$ cat src/design/tsrr_pkg.sv
// ----------------------------------------------------------------------------
// tsrr_pkg
// Shared types and constants for the thread slot round-robin scheduler.
// ----------------------------------------------------------------------------
package tsrr_pkg;

  localparam int SLOT_COUNT_DEF = 16;
  localparam int CMD_W          = 3;
  localparam int TAG_W          = 16;
  localparam int HANDLE_W       = 5;

  localparam logic [CMD_W-1:0] CMD_SCHEDULE = 3'd0;
  localparam logic [CMD_W-1:0] CMD_ADD      = 3'd1;
  localparam logic [CMD_W-1:0] CMD_REMOVE   = 3'd2;
  localparam logic [CMD_W-1:0] CMD_LOOKUP   = 3'd3;
  localparam logic [CMD_W-1:0] CMD_FINISH   = 3'd4;

  typedef enum logic [2:0] {
    ST_IDLE,
    ST_SCHED,
    ST_ADD,
    ST_REMOVE,
    ST_DRAIN,
    ST_HANDLE,
    ST_READ,
    ST_RESULT
  } state_t;

  typedef struct packed {
    logic load;
    logic sched_step;
    logic add_step;
    logic rm_issue;
    logic hnd_step;
    logic rd_capture;
  } ctrl_t;

  typedef struct packed {
    logic sched_hit;
    logic add_free;
    logic hnd_read;
    logic scan_last;
    logic add_last;
  } stat_t;

endpackage

$ cat src/design/tsrr_ctrl.sv
// ----------------------------------------------------------------------------
// tsrr_ctrl
// Command sequencer: walks each command through its scan, read and result
// phases and handles both handshakes.
// ----------------------------------------------------------------------------
module tsrr_ctrl #(
  parameter int SLOT_COUNT = tsrr_pkg::SLOT_COUNT_DEF
) (
  input  logic                        clk,
  input  logic                        rst_n,
  input  logic                        in_valid,
  input  logic [tsrr_pkg::CMD_W-1:0]  in_command,
  output logic                        in_stall,
  output logic                        out_valid,
  input  logic                        out_stall,
  input  tsrr_pkg::stat_t             stat,
  output tsrr_pkg::ctrl_t             ctrl
);

  tsrr_pkg::state_t state_r, state_nxt;

  always_ff @(posedge clk) begin
    if (!rst_n) begin
      state_r <= tsrr_pkg::ST_IDLE;
    end else begin
      state_r <= state_nxt;
    end
  end

  always_comb begin
    state_nxt = state_r;
    case (state_r)
      tsrr_pkg::ST_IDLE: begin
        if (in_valid) begin
          case (in_command)
            tsrr_pkg::CMD_SCHEDULE: state_nxt = tsrr_pkg::ST_SCHED;
            tsrr_pkg::CMD_ADD:
              state_nxt = (SLOT_COUNT > 1) ? tsrr_pkg::ST_ADD : tsrr_pkg::ST_RESULT;
            tsrr_pkg::CMD_REMOVE:   state_nxt = tsrr_pkg::ST_REMOVE;
            tsrr_pkg::CMD_LOOKUP,
            tsrr_pkg::CMD_FINISH:   state_nxt = tsrr_pkg::ST_HANDLE;
            default:                state_nxt = tsrr_pkg::ST_RESULT;
          endcase
        end
      end
      tsrr_pkg::ST_SCHED: begin
        if (stat.sched_hit) begin
          state_nxt = tsrr_pkg::ST_READ;
        end else if (stat.scan_last) begin
          state_nxt = tsrr_pkg::ST_RESULT;
        end
      end
      tsrr_pkg::ST_ADD: begin
        if (stat.add_free || stat.add_last) begin
          state_nxt = tsrr_pkg::ST_RESULT;
        end
      end
      tsrr_pkg::ST_REMOVE: begin
        if (stat.scan_last) begin
          state_nxt = tsrr_pkg::ST_DRAIN;
        end
      end
      tsrr_pkg::ST_DRAIN:  state_nxt = tsrr_pkg::ST_RESULT;
      tsrr_pkg::ST_HANDLE: begin
        state_nxt = stat.hnd_read ? tsrr_pkg::ST_READ : tsrr_pkg::ST_RESULT;
      end
      tsrr_pkg::ST_READ:   state_nxt = tsrr_pkg::ST_RESULT;
      tsrr_pkg::ST_RESULT: begin
        if (!out_stall) begin
          state_nxt = tsrr_pkg::ST_IDLE;
        end
      end
      default: state_nxt = tsrr_pkg::ST_IDLE;
    endcase
  end

  always_comb begin
    ctrl            = '0;
    ctrl.load       = (state_r == tsrr_pkg::ST_IDLE) && in_valid && rst_n;
    ctrl.sched_step = (state_r == tsrr_pkg::ST_SCHED);
    ctrl.add_step   = (state_r == tsrr_pkg::ST_ADD);
    ctrl.rm_issue   = (state_r == tsrr_pkg::ST_REMOVE);
    ctrl.hnd_step   = (state_r == tsrr_pkg::ST_HANDLE);
    ctrl.rd_capture = (state_r == tsrr_pkg::ST_READ);
    in_stall        = !rst_n || (state_r != tsrr_pkg::ST_IDLE);
    out_valid       = (state_r == tsrr_pkg::ST_RESULT);
  end

endmodule

$ cat src/design/tsrr_dpath.sv
// ----------------------------------------------------------------------------
// tsrr_dpath
// Slot table datapath: occupied and alive marks, tag memory, scan index,
// current slot and result registers.
// ----------------------------------------------------------------------------
module tsrr_dpath #(
  parameter int SLOT_COUNT = tsrr_pkg::SLOT_COUNT_DEF
) (
  input  logic                           clk,
  input  logic                           rst_n,
  input  tsrr_pkg::ctrl_t                ctrl,
  output tsrr_pkg::stat_t                stat,
  input  logic [tsrr_pkg::CMD_W-1:0]     in_command,
  input  logic [tsrr_pkg::TAG_W-1:0]     in_thread_tag,
  input  logic [tsrr_pkg::HANDLE_W-1:0]  in_slot_handle,
  output logic                           res_ok,
  output logic [tsrr_pkg::HANDLE_W-1:0]  res_handle,
  output logic [tsrr_pkg::TAG_W-1:0]     res_tag
);

  localparam int IW = (SLOT_COUNT > 1) ? $clog2(SLOT_COUNT) : 1;
  localparam int CW = $clog2(SLOT_COUNT + 1);
  localparam int HW = tsrr_pkg::HANDLE_W;
  localparam int TW = tsrr_pkg::TAG_W;
  localparam logic [CW-1:0] SCAN_LAST = CW'(SLOT_COUNT - 1);
  localparam logic [CW-1:0] ADD_LAST  = CW'((SLOT_COUNT > 1) ? SLOT_COUNT - 2 : 0);
  localparam logic [IW-1:0] IDX_MAX   = IW'(SLOT_COUNT - 1);

  function automatic logic [IW-1:0] idx_next(input logic [IW-1:0] i);
    return (i == IDX_MAX) ? '0 : i + 1'b1;
  endfunction

  function automatic logic [IW-1:0] idx_prev(input logic [IW-1:0] i);
    return (i == '0) ? IDX_MAX : i - 1'b1;
  endfunction

  logic [TW-1:0]                tag_mem [SLOT_COUNT];
  logic [TW-1:0]                rd_r;
  logic [SLOT_COUNT-1:0]        used_r, used_nxt;
  logic [SLOT_COUNT-1:0]        alive_r, alive_nxt;
  logic [IW-1:0]                cur_r, cur_nxt;
  logic [IW-1:0]                idx_r, idx_nxt;
  logic [IW-1:0]                pidx_r, pidx_nxt;
  logic                         pv_r, pv_nxt;
  logic [CW-1:0]                cnt_r, cnt_nxt;
  logic [tsrr_pkg::CMD_W-1:0]   cmd_r, cmd_nxt;
  logic [TW-1:0]                tag_r, tag_nxt;
  logic [HW-1:0]                hnd_r, hnd_nxt;
  logic                         hv_r, hv_nxt;
  logic                         ok_r, ok_nxt;
  logic [HW-1:0]                oh_r, oh_nxt;
  logic [TW-1:0]                ot_r, ot_nxt;
  logic                         in_hv;
  logic [IW-1:0]                in_hidx;
  logic                         u_cur, a_cur;
  logic                         we;

  assign in_hv   = (in_slot_handle != '0) && (32'(in_slot_handle) <= SLOT_COUNT);
  assign in_hidx = IW'(32'(in_slot_handle) - 32'd1);
  assign u_cur   = used_r[idx_r];
  assign a_cur   = alive_r[idx_r];

  always_comb begin
    stat           = '0;
    stat.sched_hit = u_cur && a_cur;
    stat.add_free  = !u_cur;
    stat.hnd_read  = hv_r && u_cur && (cmd_r == tsrr_pkg::CMD_LOOKUP);
    stat.scan_last = (cnt_r == SCAN_LAST);
    stat.add_last  = (cnt_r == ADD_LAST);
  end

  always_comb begin
    used_nxt  = used_r;
    alive_nxt = alive_r;
    cur_nxt   = cur_r;
    idx_nxt   = idx_r;
    pidx_nxt  = pidx_r;
    pv_nxt    = ctrl.rm_issue;
    cnt_nxt   = cnt_r;
    cmd_nxt   = cmd_r;
    tag_nxt   = tag_r;
    hnd_nxt   = hnd_r;
    hv_nxt    = hv_r;
    ok_nxt    = ok_r;
    oh_nxt    = oh_r;
    ot_nxt    = ot_r;
    we        = 1'b0;

    if (ctrl.load) begin
      cmd_nxt = in_command;
      tag_nxt = in_thread_tag;
      hnd_nxt = in_slot_handle;
      hv_nxt  = in_hv;
      cnt_nxt = '0;
      ok_nxt  = 1'b0;
      oh_nxt  = '0;
      ot_nxt  = '0;
      case (in_command)
        tsrr_pkg::CMD_SCHEDULE: idx_nxt = idx_next(cur_r);
        tsrr_pkg::CMD_ADD:      idx_nxt = idx_prev(cur_r);
        tsrr_pkg::CMD_LOOKUP,
        tsrr_pkg::CMD_FINISH:   idx_nxt = in_hv ? in_hidx : '0;
        default:                idx_nxt = '0;
      endcase
    end

    if (ctrl.sched_step) begin
      if (u_cur && a_cur) begin
        cur_nxt = idx_r;
        ok_nxt  = 1'b1;
        oh_nxt  = HW'(32'(idx_r) + 32'd1);
      end else begin
        if (u_cur) begin
          used_nxt[idx_r]  = 1'b0;
          alive_nxt[idx_r] = 1'b0;
        end
        idx_nxt = idx_next(idx_r);
        cnt_nxt = cnt_r + 1'b1;
      end
    end

    if (ctrl.add_step) begin
      if (!u_cur) begin
        used_nxt[idx_r]  = 1'b1;
        alive_nxt[idx_r] = 1'b1;
        we               = 1'b1;
        ok_nxt           = 1'b1;
        oh_nxt           = HW'(32'(idx_r) + 32'd1);
      end else begin
        idx_nxt = idx_prev(idx_r);
        cnt_nxt = cnt_r + 1'b1;
      end
    end

    if (ctrl.rm_issue) begin
      pidx_nxt = idx_r;
      idx_nxt  = idx_next(idx_r);
      cnt_nxt  = cnt_r + 1'b1;
    end

    // compare the word read in the previous cycle
    if (pv_r && used_r[pidx_r] && (rd_r == tag_r)) begin
      used_nxt[pidx_r]  = 1'b0;
      alive_nxt[pidx_r] = 1'b0;
      ok_nxt            = 1'b1;
    end

    if (ctrl.hnd_step && hv_r && u_cur) begin
      ok_nxt = 1'b1;
      oh_nxt = hnd_r;
      if (cmd_r == tsrr_pkg::CMD_FINISH) begin
        alive_nxt[idx_r] = 1'b0;
      end
    end

    if (ctrl.rd_capture) begin
      ot_nxt = rd_r;
    end
  end

  always_ff @(posedge clk) begin
    if (!rst_n) begin
      used_r  <= '0;
      alive_r <= '0;
      cur_r   <= '0;
      pv_r    <= 1'b0;
    end else begin
      used_r  <= used_nxt;
      alive_r <= alive_nxt;
      cur_r   <= cur_nxt;
      pv_r    <= pv_nxt;
    end
  end

  always_ff @(posedge clk) begin
    idx_r  <= idx_nxt;
    pidx_r <= pidx_nxt;
    cnt_r  <= cnt_nxt;
    cmd_r  <= cmd_nxt;
    tag_r  <= tag_nxt;
    hnd_r  <= hnd_nxt;
    hv_r   <= hv_nxt;
    ok_r   <= ok_nxt;
    oh_r   <= oh_nxt;
    ot_r   <= ot_nxt;
  end

  always_ff @(posedge clk) begin
    if (we) begin
      tag_mem[idx_r] <= tag_r;
    end
    rd_r <= tag_mem[idx_r];
  end

  assign res_ok     = ok_r;
  assign res_handle = oh_r;
  assign res_tag    = ot_r;

endmodule

$ cat src/design/thread_slot_round_robin_top.sv
// ----------------------------------------------------------------------------
// thread_slot_round_robin_top
// Round-robin scheduler over a table of thread slots.
// ----------------------------------------------------------------------------
// Input channel (in_valid / in_stall) takes one command word: schedule, add,
// remove by tag, lookup by handle or finish. Result channel (out_valid /
// out_stall) returns exactly one word per command: ok, handle and tag.
// One command is in flight at a time; in_stall is high during reset and from
// the cycle after acceptance until the cycle after its result word is taken,
// so the block takes no new command before the last result word is taken.
// Steps from acceptance to the result word, one slot tested per cycle:
//   schedule: scan forward from the slot after the current one, freeing
//             finished slots, to the first live slot if any; then read its tag
//   add:      scan back from the slot before the current one over the other
//             slots to a free one if any, and claim it
//   remove:   every slot through the single-port tag memory read port
//             plus one compare stage
//   lookup:   handle check, then a tag memory read on an occupied slot
//   finish:   handle check only, also for an unknown handle
// Reset (rst_n low, synchronous) empties every slot and sets the current
// slot to zero; tag memory contents are not cleared. While the receiver
// holds out_stall the result word stays stable and no command is accepted.
// ----------------------------------------------------------------------------
module thread_slot_round_robin_top #(
  parameter int SLOT_COUNT = tsrr_pkg::SLOT_COUNT_DEF
) (
  input  logic                           clk,
  input  logic                           rst_n,
  input  logic                           in_valid,
  output logic                           in_stall,
  input  logic [tsrr_pkg::CMD_W-1:0]     in_command,
  input  logic [tsrr_pkg::TAG_W-1:0]     in_thread_tag,
  input  logic [tsrr_pkg::HANDLE_W-1:0]  in_slot_handle,
  output logic                           out_valid,
  input  logic                           out_stall,
  output logic                           out_ok,
  output logic [tsrr_pkg::HANDLE_W-1:0]  out_handle,
  output logic [tsrr_pkg::TAG_W-1:0]     out_tag
);

  tsrr_pkg::ctrl_t ctrl;
  tsrr_pkg::stat_t stat;

  tsrr_ctrl #(
    .SLOT_COUNT (SLOT_COUNT)
  ) u_ctrl (
    .clk        (clk),
    .rst_n      (rst_n),
    .in_valid   (in_valid),
    .in_command (in_command),
    .in_stall   (in_stall),
    .out_valid  (out_valid),
    .out_stall  (out_stall),
    .stat       (stat),
    .ctrl       (ctrl)
  );

  tsrr_dpath #(
    .SLOT_COUNT (SLOT_COUNT)
  ) u_dpath (
    .clk            (clk),
    .rst_n          (rst_n),
    .ctrl           (ctrl),
    .stat           (stat),
    .in_command     (in_command),
    .in_thread_tag  (in_thread_tag),
    .in_slot_handle (in_slot_handle),
    .res_ok         (out_ok),
    .res_handle     (out_handle),
    .res_tag        (out_tag)
  );

endmodule
$ cat config.mk
export PLATFORM = sky130hd
export DESIGN_NAME = thread_slot_round_robin_top
export DESIGN_NICKNAME = d
export VERILOG_FILES = /design/src/design/tsrr_pkg.sv /design/src/design/tsrr_ctrl.sv /design/src/design/tsrr_dpath.sv /design/src/design/thread_slot_round_robin_top.sv
export SDC_FILE = /design/constraint.sdc
export NUM_CORES = 1
export LEC_CHECK = 0
export BUFFER_PORTS_ARGS = -buffer_cell sky130_fd_sc_hd__buf_4
export CAP_MARGIN = 20
export CORE_MARGIN = 2
export CORE_UTILIZATION = 50
export DETAILED_ROUTE_END_ITERATION = 7
export PLACE_DENSITY = 0.66
export SETUP_SLACK_MARGIN = 0.3
export SLEW_MARGIN = 20
export SYNTH_ARGS = -nofsm -noshare
export SYNTH_HDL_FRONTEND = slang
export SYNTH_SLANG_ARGS = --single-unit
$ cat constraint.sdc
create_clock -name clk -period 3.18 [get_ports clk]
set_input_delay 0.159 -clock clk [delete_from_list [all_inputs] [get_ports clk]]
set_output_delay 0.159 -clock clk [all_outputs]
set_load 0.02 [all_outputs]
======== Word-level counts from Yosys, hierarchy flattened ========
Memories as Yosys holds them, arrays and structs flattened. A register that Yosys moved wholly into a read port is not among the register bits.
Index checks and enable logic that the tools add are counted.
word-level totals
  bits in registers ....................... 100
  RAM bits ................................ 256
  bits of input ports ..................... 28
  memories kept ........................... 1
memories
  name             depth  bits a word  read ports  clocked after Yosys merged registers in  write ports  RTL line          RTL
  u_dpath.tag_mem  16     16           1           1                                        1            tsrr_dpath.sv:37  logic [TW-1:0] tag_mem [SLOT_COUNT];
cells by class
  $add $sub $neg .......................... 7
  order comparisons ....................... 5
  equal/unequal tests ..................... 23
  mux-type cells .......................... 68
  bitwise logic cells ..................... 9
  reduce and logical (&&, ||, !) cells .... 28
operators with widths
  cell                                                               number
  two-way mux 16 bit                                                 16
  bitwise AND 16 bit                                                 5
  two-way mux 5 bit                                                  12
  two-way mux 4 bit                                                  11
  inverter 16 bit                                                    2
  bitwise OR 16 bit                                                  2
  one-hot mux 3 bit (7 select lines)                                 1
  == test 3 bit, second input constant                               6
  two-way mux 3 bit                                                  6
  == test 16 bit                                                     1
  == test 3 x 2 -> 1 bit, second input constant                      5
  two-way mux 1 bit                                                  15
  binary-select mux 1 bit (select 4 bit)                             3
  logical AND 1 bit                                                  12
  one-hot mux 3 bit (4 select lines)                                 1
  one-hot mux 4 bit (3 select lines)                                 1
  subtractor 4 x 1 -> 4 bit, second input constant                   3
  == test 5 x 4 -> 1 bit, second input constant                      2
  < comparator 4 x 5 -> 1 bit, second input constant                 2
  adder 4 x 1 -> 4 bit, second input constant                        2
  demux 1 bit (select 4 bit)                                         2
  == test 4 bit, second input constant                               2
  greater-or-equal comparator 4 x 1 -> 1 bit, second input constant  2
  logical NOT 4 bit                                                  2
  16 further kinds                                                   24

======== Longest topological paths before layout ========
Gate-level depths: netlist of the first run.
  word-level depth ........................ 17
  gate-level depth with buffers ........... 11

======== Modules after synthesis ========
A second synthesis of the first run with hierarchy kept.
second synthesis, totals
  cell total of the unflattened synthesis .. 969
  area, all modules ....................... 15,641.3 sq um
by module, submodules not included
  module      times used  cells each  area each (sq um)
  tsrr_dpath  1           927         15,319.7
  tsrr_ctrl   1           42          321.6

======== Worst setup path before layout of the first run ========
OpenSTA, ideal clock, no wires.
  kind .................................... reg2reg
  from .................................... reg u_dpath.idx_r[1]
  to ...................................... mem u_dpath.tag_mem[7][0] (netlist bit) (enable)
  setup time .............................. 0.391 ns
  arrival time ............................ 2.326 ns
  data required time ...................... 2.789 ns
  slack ................................... 0.462 ns
  stages on the path, launching flop included .. 7
  buffers on the path ..................... 1
  period minus slack after synthesis ...... 2.718 ns
  path through ............................ dfxtp_1 buf_6 mux4_2 o21a_1 nor2_1 nand2_1 nor2_1
between the ends
  longest elaborated chain between the ends .. 6
RTL lines
  element                                  RTL line           RTL
  start, declared                          tsrr_dpath.sv:42   logic [IW-1:0] idx_r, idx_nxt;
  start signal, assigned                   tsrr_dpath.sv:176  idx_r <= idx_nxt;
  binary-select mux 1 bit (select 4 bit)   tsrr_dpath.sv:60   assign u_cur = used_r[idx_r];
  two-way mux 1 bit (not written as such)  tsrr_dpath.sv:60
  two-way mux 1 bit                        tsrr_dpath.sv:123  if (!u_cur) begin
  two-way mux 1 bit                        tsrr_dpath.sv:122  if (ctrl.add_step) begin
  two-way mux 1 bit                        tsrr_dpath.sv:189  if (we) begin
  two-way mux 1 bit (not written as such)  tsrr_dpath.sv:190  tag_mem[idx_r] <= tag_r;
  end, declared                            tsrr_dpath.sv:37
Parallel ways exist; a longest one is shown, timed or not. The select of a mux whose other input is x is not followed.

======== Worst setup path in the final report of the first run ========
  from .................................... reg u_dpath.tag_r[11]
  to ...................................... reg u_dpath.alive_r[13]
between the ends
  longest elaborated chain between the ends .. 6
RTL lines
  element                              RTL line           RTL
  start, declared                      tsrr_dpath.sv:47   logic [TW-1:0] tag_r, tag_nxt;
  start signal, assigned               tsrr_dpath.sv:180  tag_r <= tag_nxt;
  == test 16 bit (*)                   tsrr_dpath.sv:142  if (pv_r && used_r[pidx_r] && (rd_r == tag_r)) begin
  logical AND 1 bit (*)                tsrr_dpath.sv:142
  two-way mux 16 bit (*)               tsrr_dpath.sv:142
  bitwise AND 16 bit (no source line)  --
  two-way mux 16 bit                   tsrr_dpath.sv:151  if (cmd_r == tsrr_pkg::CMD_FINISH) begin
  two-way mux 16 bit (*)               tsrr_dpath.sv:148  if (ctrl.hnd_step && hv_r && u_cur) begin
  end signal, assigned                 tsrr_dpath.sv:169  alive_r <= alive_nxt;
  end, declared                        tsrr_dpath.sv:40   logic [SLOT_COUNT-1:0] alive_r, alive_nxt;
Every way passes the cells marked *; elsewhere a longest branch is shown, timed or not.
A chain may end at the register's enable or synchronous reset.

==> results of run 1 <==
[cells in the mapped netlist, types with 8 or more instances]
master / instances
edfxtp_1: 301
mux4_2: 90
dfxtp_1: 71
o21ai_0: 50
nand2_1: 43
nand3_1: 33
inv_1: 32
clkbuf_1: 26
nor2_1: 26
a21oi_1: 25
xnor2_1: 19
and2_1: 18
and3_1: 14
ha_1: 12
a31oi_1: 11
buf_1: 11
nor2b_1: 9
nor3_1: 9
buf_2: 8
[routing by layer]
layer | up-vias | routed length [microns] | global-route usage | part of all wire
li1 | 3867 | - | - | -
met3 | 47 | 3550 | 0.0607 | 0.099
met1 | 4498 | 15800 | 0.362 | 0.44
met2 | 406 | 15900 | 0.328 | 0.44
met4 | 0 | 666 | 0.0533 | 0.019
met5 | - | 0 | 0 | 0
[per-stage QoR]
step | instance area (sq um) | utilization | worst slack [ns] | instances | total power, mW
2_1_floorplan | 15100 | - | 0.462 | 909 | 9.02
4_1_cts | 17700 | 0.597 | 0.401 | 1448 | 15.0
3_5_place_dp | 16200 | 0.545 | 0.407 | 1353 | 10.4
3_3_place_gp | 16200 | 0.545 | 0.430 | 1353 | 10.4
6_report | 17800 | 0.598 | 0.369 | 1450 | 15.0
5_1_grt | 17800 | 0.598 | 0.282 | 1449 | 15.6
[cell families (layout without fill, tap and decap cells)]
family          Yosys count  count (layout)  share of synthesized area
flops                   372             372                      0.691
buf+inv                  82             231                     0.0228
simple gates            178             179                     0.0612
xor+xnor                 23              23                     0.0133
compound gates          145             145                     0.0634
mux                      97              97                      0.139
fa+ha+maj                12              12                    0.00992
other cells               0               1                          0
[tightest hold or removal path, stage by stage]
cell and delay (ns):
buf_4 0.21, nand3_1 0.12, o31ai_1 0.06
[final cells by class]
type,instances,area share
clock inverter,25,0.0154
antenna,1,0.000141
sequential,372,0.590
clock buffer,45,0.0573
multi-input combinational,456,0.245
timing repair buffer,129,0.0581
tap,390,0.0275
inverter,32,0.00676
[registers in the layout, indices dropped and copies added, names as in the netlist, 16 cells and up]
signal	flops
u_dpath.res_tag	16
u_dpath.alive_r	16
u_dpath.tag_r	16
u_dpath.rd_r	16
u_dpath.tag_mem	256
u_dpath.used_r	16
[power by group]
group | switching [mW] | internal (mW)
Sequential | 0.462 | 5.81
Clock | 1.84 | 2.71
Combinational | 2.32 | 1.81
[path summary, 6_finish.rpt]
path | startpoint | to | cells past startpoint
worst min-delay path | rst_n | u_ctrl.state_r[2] | 3
worst max register to register | u_dpath.tag_r[11] | u_dpath.alive_r[13] | 8
worst min register to register | u_dpath.cnt_r[4] | u_dpath.cnt_r[4] | 2
worst max-delay path | u_dpath.tag_r[11] | u_dpath.alive_r[13] | 8
[repair_timing]
item / 4_1_cts / 5_1_grt
gates resized for setup: 0 / 2
setup endpoints to repair: 0 / 127
endpoints found under the hold margin: 26 / 0
hold buffers: 25 / 0
==> qor.csv, run 1 <==
metric,value,unit
status,"complete, no violations",
slew margin rel.,0.362,
Max VDD drop,603,uV
clock sink count,372,
Final GP Congestion,0.934,
Core Area,29700,sq um
CP endpoint kind,flop,
Ys Warns,0,
GRT overflow,0,
Hold Path Class,in2reg,
Tmin final,2.81,ns
R2R Setup Slk,0.37,ns
num rows,63,
gr usage total,0.232,
CP arrival,3.19,ns
Post-synth ARST share,0,
CP most frequent cell,nand4_1,
area share of the largest cell type after synthesis,0.597,
final HPWL from detailed placement,23400,microns
"Largest stage delay, worst path",0.64,ns
count of pins over their slew limit,0,
Nets,1069,
most frequent cells in the layout,"edfxtp_1 (301), buf_4 (104), mux4_2 (90)",
sequential area share after synthesis,0.691,
Root Driver,clkbuf_16,
Total Wirelength,35900,microns
unrepaired setup endpoints after global routing,yes,
Crit path required time,3.56,ns
DRC errors left,0,
total power per unit cell area,842,nW/um^2
Worst Tran Pin Value,0.957,ns
final hold violation count,0,
largest net degree at the start of global routing,62,
Setup TNS Final,0,ns
I/O pins,52,
area of the multi-input gates,4360,sq um
postcts setup bufs,0,
DRT antenna net count,0,
setup violators final,0,
worst-path cell chain,xnor2_1 -> nand4_1 -> or4_1 -> nor4_2 -> buf_4 -> nand4_1 -> o21ai_0 -> a211oi_1,
startpoint types,flop,
die span in y,178,microns
max-cap violation count,0,
Synth cell types,67,
part of the cycle the worst path needs,0.884,
synthesized area per cell,16.7,sq um
TritonRoute pass-1 iters,5,
FF+latch area,10500,sq um
crit-path max FO,5,
Vias,8818,
P&R area growth vs syn,17.3,%
Syn Inst Count,909,
Synth area leaders,"edfxtp_1 (60%), mux4_2 (13%), dfxtp_1 (9.4%), o21ai_0 (1.7%), xnor2_1 (1.1%)",
hold_ws,0.0670,ns
"most common cell after layout, fill and taps aside",edfxtp_1,
Yosys reg bits,372,
Die Area,31700,sq um
Post-synth EDFFs,301,
first-pass GRT wire length,53100,microns
initial core utilization,0.509,
CP Buf/Inv Count,1,
clk_skew,0.0188,ns
Iter 0 DRT Violations,995,
Die X-Extent,178,microns
Syn Std Cell Area,15100,sq um
initial antenna violation count,3,
Critical-path top delay cell,or4_1,
vias per inst,6.08,
WL/cell,24.8,microns
top_reg_cell synth,edfxtp_1,
CP Class,reg2reg,
fill count,2167,
"CP delay by family, top",simple AND/OR/NAND/NOR gates,
fmax,0.356,GHz
Syn Nets,949,
TritonCTS clock tree,yes,
number of global-route vias before repair,8338,
H-tree depth,2,
clock slew at reported path FFs,0.06,ns
cts bufs inserted,38,
layout cells sized above 1,0.263,
biggest area consumer among synthesized cells,edfxtp_1,
leakage power,6.03,nW
clk buf depth,3,
Buffers on Ports,51,
later-pin clock latency in the skew report,0.53,ns
Note: power is estimated with default switching activity, not from simulation.
==> inputs of run 2 (changes only) <==
--- a/config.mk
+++ b/config.mk
@@ -5,6 +5,7 @@
 export SDC_FILE = /design/constraint.sdc
 export NUM_CORES = 1
 export LEC_CHECK = 0
+export ABC_AREA = 1
 export BUFFER_PORTS_ARGS = -buffer_cell sky130_fd_sc_hd__buf_4
 export CAP_MARGIN = 20
 export CORE_MARGIN = 2
==> run 2 against run 1 <==
  * Critical path depth is 2 higher
  * Sequential power shrank 0.6%
  * Die area increased by 4.7%
  * Power grew 5.4%
  * Clock skew shrank 0.0040 ns
  * Area after synthesis grew 4.8%
  * Largest cell class unchanged
  * Highest routed layer unchanged
==> qor.csv, run 2 <==
metric,value,unit,change
part of the cycle the worst path needs,0.808,,-0.0757
Crit path required time,3.34,ns,-0.22 ns
Die Area,33200,sq um,+4.7%
crit-path max FO,17,,+12
met2 Track Usage GR,0.427,,+0.0989
Nets,1651,,+54%
Commonest cells post-synth,"edfxtp_1 (301), nand2_1 (283), nor2_1 (222), o21ai_0 (153), inv_1 (117)",,
hold_ws,0.0739,ns,+0.00685 ns
Setup TNS Final,0,ns,unchanged
slew margin rel.,0.502,,+0.139
Tmin final,2.57,ns,-0.241 ns
max FFs per register,256,,unchanged
status,"complete, no violations",,
TritonCTS clock tree,yes,,
initial core utilization,0.505,,-0.00411
Yosys reg bits,372,,unchanged
synthesized area per cell,10.3,sq um,-38%
clock slew at reported path FFs,0.06,ns,about the same
FF+latch area,10500,sq um,about the same
Syn Nets,1573,,+66%
fmax,0.389,GHz,+9.4%
biggest area consumer among synthesized cells,edfxtp_1,,
gr usage total,0.254,,+0.0220
M1 GR Usage,0.345,,-0.0167
TritonRoute pass-1 iters,6,,+1
Total Wirelength,41500,microns,+16%
Synth area leaders,"edfxtp_1 (57%), dfxtp_1 (9.0%), nand2_1 (6.7%), nor2_1 (5.3%), o21ai_0 (4.8%)",,
clk buf depth,3,,unchanged
setup violators final,0,,unchanged
pre-CTS WS,0.557,ns,+0.151 ns
Final GP Congestion,0.959,,+2.7%
WL/cell,20.3,microns,-18%
Biggest register,u_dpath.tag_mem,,
CP endpoint kind,flop,,
sequential area share after synthesis,0.659,,-0.0315
layout cells sized above 1,0.125,,-0.138
Iter 0 DRT Violations,1200,,+21%
Ys Warns,0,,unchanged
Hold Path Class,in2reg,,
final hold violation count,0,,unchanged
WHS Path Cells,3,,unchanged
R2R depth,10,,+2
"Largest stage delay, worst path",0.51,ns,-0.13 ns
postcts setup bufs,0,,unchanged
clock sink count,372,,unchanged
CP Class,reg2reg,,
unrepaired setup endpoints after global routing,no,,
startpoint types,flop,,
Post-synth EDFFs,301,,unchanged
GRT busiest layer,met2,,
Post-synth ARST share,0,,unchanged
DRT antenna net count,0,,unchanged
fin util,0.581,,-0.0162
clk_skew,0.0148,ns,-0.00401 ns
Critical-path top delay cell,inv_2,,
Root Driver,clkbuf_16,,
count of pins over their slew limit,0,,unchanged
total power per unit cell area,864,nW/um^2,+2.6%
top_reg_cell synth,edfxtp_1,,
Buffers on Ports,51,,unchanged
DRC errors left,0,,unchanged
most frequent cells in the layout,"edfxtp_1 (301), nand2_1 (283), nor2_1 (219)",,
max-cap violation count,0,,unchanged
Core Area,31400,sq um,+5.6%
"most common cell after layout, fill and taps aside",edfxtp_1,,
area share of the largest cell type after synthesis,0.570,,-0.0273
first-pass GRT wire length,63900,microns,+20%
P&R area growth vs syn,15.0,%,
cts bufs inserted,39,,+2.6%
leakage power,6.82,nW,+13%
fill count,2642,,+22%
initial antenna violation count,0,,-3
CP most frequent cell,nand2_1,,
Syn Inst Count,1533,,+69%
worst-path cell chain,inv_2 -> nand3_1 -> nand2_1 -> nand2_1 -> nand2_1 -> nor2_2 -> nand2_2 -> inv_2 -> nand2_1 -> inv_2,,
I/O pins,52,,unchanged
H-tree depth,2,,unchanged
# diodes,0,,-1
Final WS setup,0.610,ns,+0.241 ns
Syn Std Cell Area,15900,sq um,+4.8%
later-pin clock latency in the skew report,0.54,ns,about the same
cell with the most instances after synthesis,edfxtp_1,,
GRT overflow,0,,unchanged
area of the multi-input gates,4590,sq um,+5.5%
Vias,11500,,+30%
number of global-route vias before repair,11100,,+34%
Die X-Extent,182,microns,+2.3%
met3 Use GR,0.0389,,-0.0218
final HPWL from detailed placement,25500,microns,+9.1%
largest net degree at the start of global routing,72,,+16%
CP arrival,2.73,ns,-0.46 ns
Worst Tran Pin Value,0.748,ns,-0.209 ns
num rows,65,,+3.2%
Synth cell types,39,,-42%
die span in y,182,microns,+2.3%
vias per inst,5.62,,-7.6%
Max VDD drop,363,uV,-40%
## run 2: changes by cell type after synthesis, sizes merged, moves of 46 or more
cell	previous run	this run
nand3	33	79
inv	32	134
o21ai	52	158
nor2	28	230
mux4	90	0
nand2	43	304
o22ai	2	69
## run 2: power by group
part,switching (mW),internal [mW]
registers,0.394,5.84
logic,3.41,1.47
clock network,1.86,2.79
total,5.67,10.1
## run 2: path summary, 6_finish.rpt
path	start	end	slack (ns)
min	rst_n	u_ctrl.state_r[2]	0.07
max reg2reg	u_dpath.idx_r[1]	u_dpath.tag_mem[3][2]	0.61
min reg2reg	u_dpath.hnd_r[4]	u_dpath.res_handle[4]	0.44
max	u_dpath.idx_r[1]	u_dpath.tag_mem[3][2]	0.61
## run 2: area by class of cell
type                       instances  share of cell area
multi-input combinational        958               0.252
clock buffer                      61              0.0642
tap                              402              0.0276
sequential                       372               0.573
clock inverter                    11             0.00816
inverter                         136              0.0281
timing repair buffer             104              0.0470
## run 2: kinds of logic after synthesis
kind of cell	synth area share
flops	0.659
buf+inv	0.0517
compound gates	0.0983
xor+xnor	0.00718
simple gates	0.174
fa+ha+maj	0.00946
## run 2: layer usage
layer	share of wire	routed length, microns
met4	0.025	1020
met3	0.070	2920
met1	0.42	17400
met5	0	0
met2	0.49	20200
## run 2: critical path: cells and delay by family (launching register included)
kind          cells  cell delay [ns]
flops             1             0.49
simple gates      7             0.75
buf+inv           3             0.94
## run 2: repair_timing
| item | in CTS | in global routing |
|---|---|---|
| gates resized for setup | 0 | 1 |
| endpoints found under the setup margin | 0 | 4 |
| hold buffers | 24 | 0 |
| endpoints found under the hold margin | 25 | 0 |
## run 2: metrics by stage
step / cells / power, mW / cell area, sq um
finish: 2044 / 15.8 / 18300
floorplan: 1533 / 9.59 / 15900
detailed placement: 1948 / 11.1 / 16700
global route: 2044 / 16.6 / 18300
CTS: 2044 / 15.8 / 18200
global placement: 1948 / 11.1 / 16700
==> inputs of run 3 (changes only) <==
--- a/config.mk
+++ b/config.mk
@@ -5,7 +5,7 @@
 export SDC_FILE = /design/constraint.sdc
 export NUM_CORES = 1
 export LEC_CHECK = 0
-export ABC_AREA = 1
+export ABC_AREA = 0
 export BUFFER_PORTS_ARGS = -buffer_cell sky130_fd_sc_hd__buf_4
 export CAP_MARGIN = 20
 export CORE_MARGIN = 2
==> constraint.sdc (replaced) <==
create_clock -name clk -period 2.5 [get_ports clk]
set_input_delay 0.125 -clock clk [delete_from_list [all_inputs] [get_ports clk]]
set_output_delay 0.125 -clock clk [all_outputs]
set_load 0.02 [all_outputs]
==> run 3 against run 2 <==
  * Non-clock buffer count increased by 68
  * Flip-flop and latch count did not move
  * Wire length decreased by 13%
  * Fmax grew 6.2%
  * Final cell count decreased by 27%
  * Critical path depth down 1
  * Clock skew rose by 0.0025 ns
  * Combinational power grew 19%
  * Power is 22% higher
==> qor.csv, run 3 (synthesis gave the netlist of run 1 again) <==
metric,value,unit,change
status,"complete, no violations",,
clk_skew,0.0173,ns,+0.00251 ns
max-cap violation count,0,,unchanged
design area,18800,sq um,+2.7%
"most common cell after layout, fill and taps aside",edfxtp_1,,
Die X-Extent,178,microns,-2.3%
CP Class,reg2reg,,
initial antenna violation count,1,,+1
CP most frequent cell,buf_4,,
CP arrival,2.82,ns,+0.09 ns
gr usage total,0.235,,-0.0187
Max VDD drop,655,uV,+80%
startpoint types,flop,,
CP endpoint kind,flop,,
GRT overflow,0,,unchanged
post-route insts no fill,1493,,-27%
CP Buf/Inv Count,2,,-1
placed cell areas,16900,sq um,+1.4%
setup violators final,0,,unchanged
DRC errors left,0,,unchanged
Tmin final,2.42,ns,-0.150 ns
P&R area growth vs syn,23.9,%,
fmax,0.413,GHz,+6.2%
crit-path max FO,5,,-12
DRT antenna net count,0,,unchanged
final hold violation count,0,,unchanged
Worst Tran Pin Value,0.539,ns,-0.209 ns
Iter 0 DRT Violations,902,,-25%
unrepaired setup endpoints after global routing,yes,,
count of pins over their slew limit,0,,unchanged
Critical-path top delay cell,or4_4,,
Die Area,31700,sq um,-4.5%
Nets,1112,,-33%
total power per unit cell area,1020,nW/um^2,+19%
Biggest register,u_dpath.tag_mem,,
placed cells,1384,,-29%
number of global-route vias before repair,8807,,-21%
max FFs per register,256,,unchanged
leakage power,6.23,nW,-8.7%
Crit path required time,2.90,ns,-0.44 ns
num rows,63,,-3.1%
largest net degree at the start of global routing,40,,-44%
clock sink count,372,,unchanged
Vias,8941,,-22%
Hold Path Class,in2reg,,
part of the cycle the worst path needs,0.968,,+0.160
# diodes,0,,unchanged
die span in y,178,microns,-2.3%
clk buf depth,3,,unchanged
TritonCTS clock tree,yes,,
most frequent cells in the layout,"edfxtp_1 (301), buf_4 (110), mux4_2 (90)",,
cts bufs inserted,39,,unchanged
final HPWL from detailed placement,22000,microns,-14%
"CP delay by family, top",simple AND/OR/NAND/NOR gates,,
Root Driver,clkbuf_16,,
pre-CTS WS,-0.0597,ns,-0.617 ns
Final GP Congestion,0.870,,-9.3%
vias per inst,5.99,,+6.5%
Core Area,29700,sq um,-5.3%
TritonRoute pass-1 iters,5,,-1
worst-path cell chain,xnor2_1 -> nand4_1 -> or4_4 -> nor4_4 -> buf_4 -> nand3b_1 -> buf_4 -> o21ai_4 -> a311oi_2,,
I/O pins,52,,unchanged
WL/cell,24.1,microns,+19%
H-tree depth,2,,unchanged
slew margin rel.,0.641,,+0.139
layout cells sized above 1,0.343,,+0.218
first-pass GRT wire length,54300,microns,-15%
later-pin clock latency in the skew report,0.53,ns,about the same
"Largest stage delay, worst path",0.52,ns,about the same
clock slew at reported path FFs,0.06,ns,about the same
initial core utilization,0.509,,+0.00411
Final WS setup,0.0794,ns,-0.530 ns
Buffers on Ports,51,,unchanged
Total Wirelength,36000,microns,-13%
[run 3: worst paths after layout]
| path | cells after the start | start | slack (ns) | endpoint |
|---|---|---|---|---|
| setup / recovery | 9 | u_dpath.tag_r[12] | 0.08 | u_dpath.alive_r[8] |
| hold reg to reg | 2 | u_dpath.cnt_r[4] | 0.48 | u_dpath.cnt_r[4] |
| setup reg to reg | 9 | u_dpath.tag_r[12] | 0.08 | u_dpath.alive_r[8] |
| hold / removal | 3 | rst_n | 0.11 | u_dpath.alive_r[6] |
[run 3: repair_timing]
action | CTS | global route
hold buffers | 25 | 0
endpoints found under the hold margin | 26 | 0
setup buffers | 10 | 1
setup endpoints to repair | 317 | 317
gates resized for setup | 51 | 23
pin swaps | 15 | 7
gates cloned | 1 | 0
[run 3: worst register-to-register path: cells and delay by family (launching register included)]
family | cells | cell delay (ns)
compound gates | 2 | 0.24
xor+xnor | 1 | 0.23
buf+inv | 2 | 0.39
flops | 1 | 0.42
simple gates | 4 | 1.02
[run 3: stage by stage]
stage	total power [mW]	util	hold slack (ns)	TNS, ns
detailed placement	13.4	0.569	0.304	-0.595
floorplan	11.6	-	0.224	0
global route	20.0	0.631	0.111	-0.00448
global placement	13.4	0.569	0.303	-0.328
CTS	19.2	0.627	0.0538	0
finish	19.2	0.631	0.112	0
[run 3: cell type report]
| class | count | area (sq um) |
|---|---|---|
| clock buffer | 49 | 1030 |
| clock inverter | 23 | 201 |
| fill | 2081 | 11000 |
| inverter | 32 | 180 |
| multi-input combinational | 455 | 4640 |
| sequential | 372 | 10500 |
| tap | 390 | 488 |
| timing repair buffer | 172 | 1740 |
[run 3: power breakdown]
part | switching [mW] | total (mW) | internal [mW]
clock | 2.30 | 5.57 | 3.26
sequential | 0.421 | 7.81 | 7.39
combinational | 3.06 | 5.83 | 2.76
total | 5.79 | 19.2 | 13.4
[run 3: per-layer routing]
metal  GRT usage  share of wire  routed length [microns]  vias to the layer above
li1            -              -                        -                     3940
met1       0.351           0.44                    16000                     4599
met2       0.359           0.47                    16800                      351
met3      0.0422          0.070                     2520                       51
met4      0.0645          0.020                      724                        0
met5           0              0                        0                        -
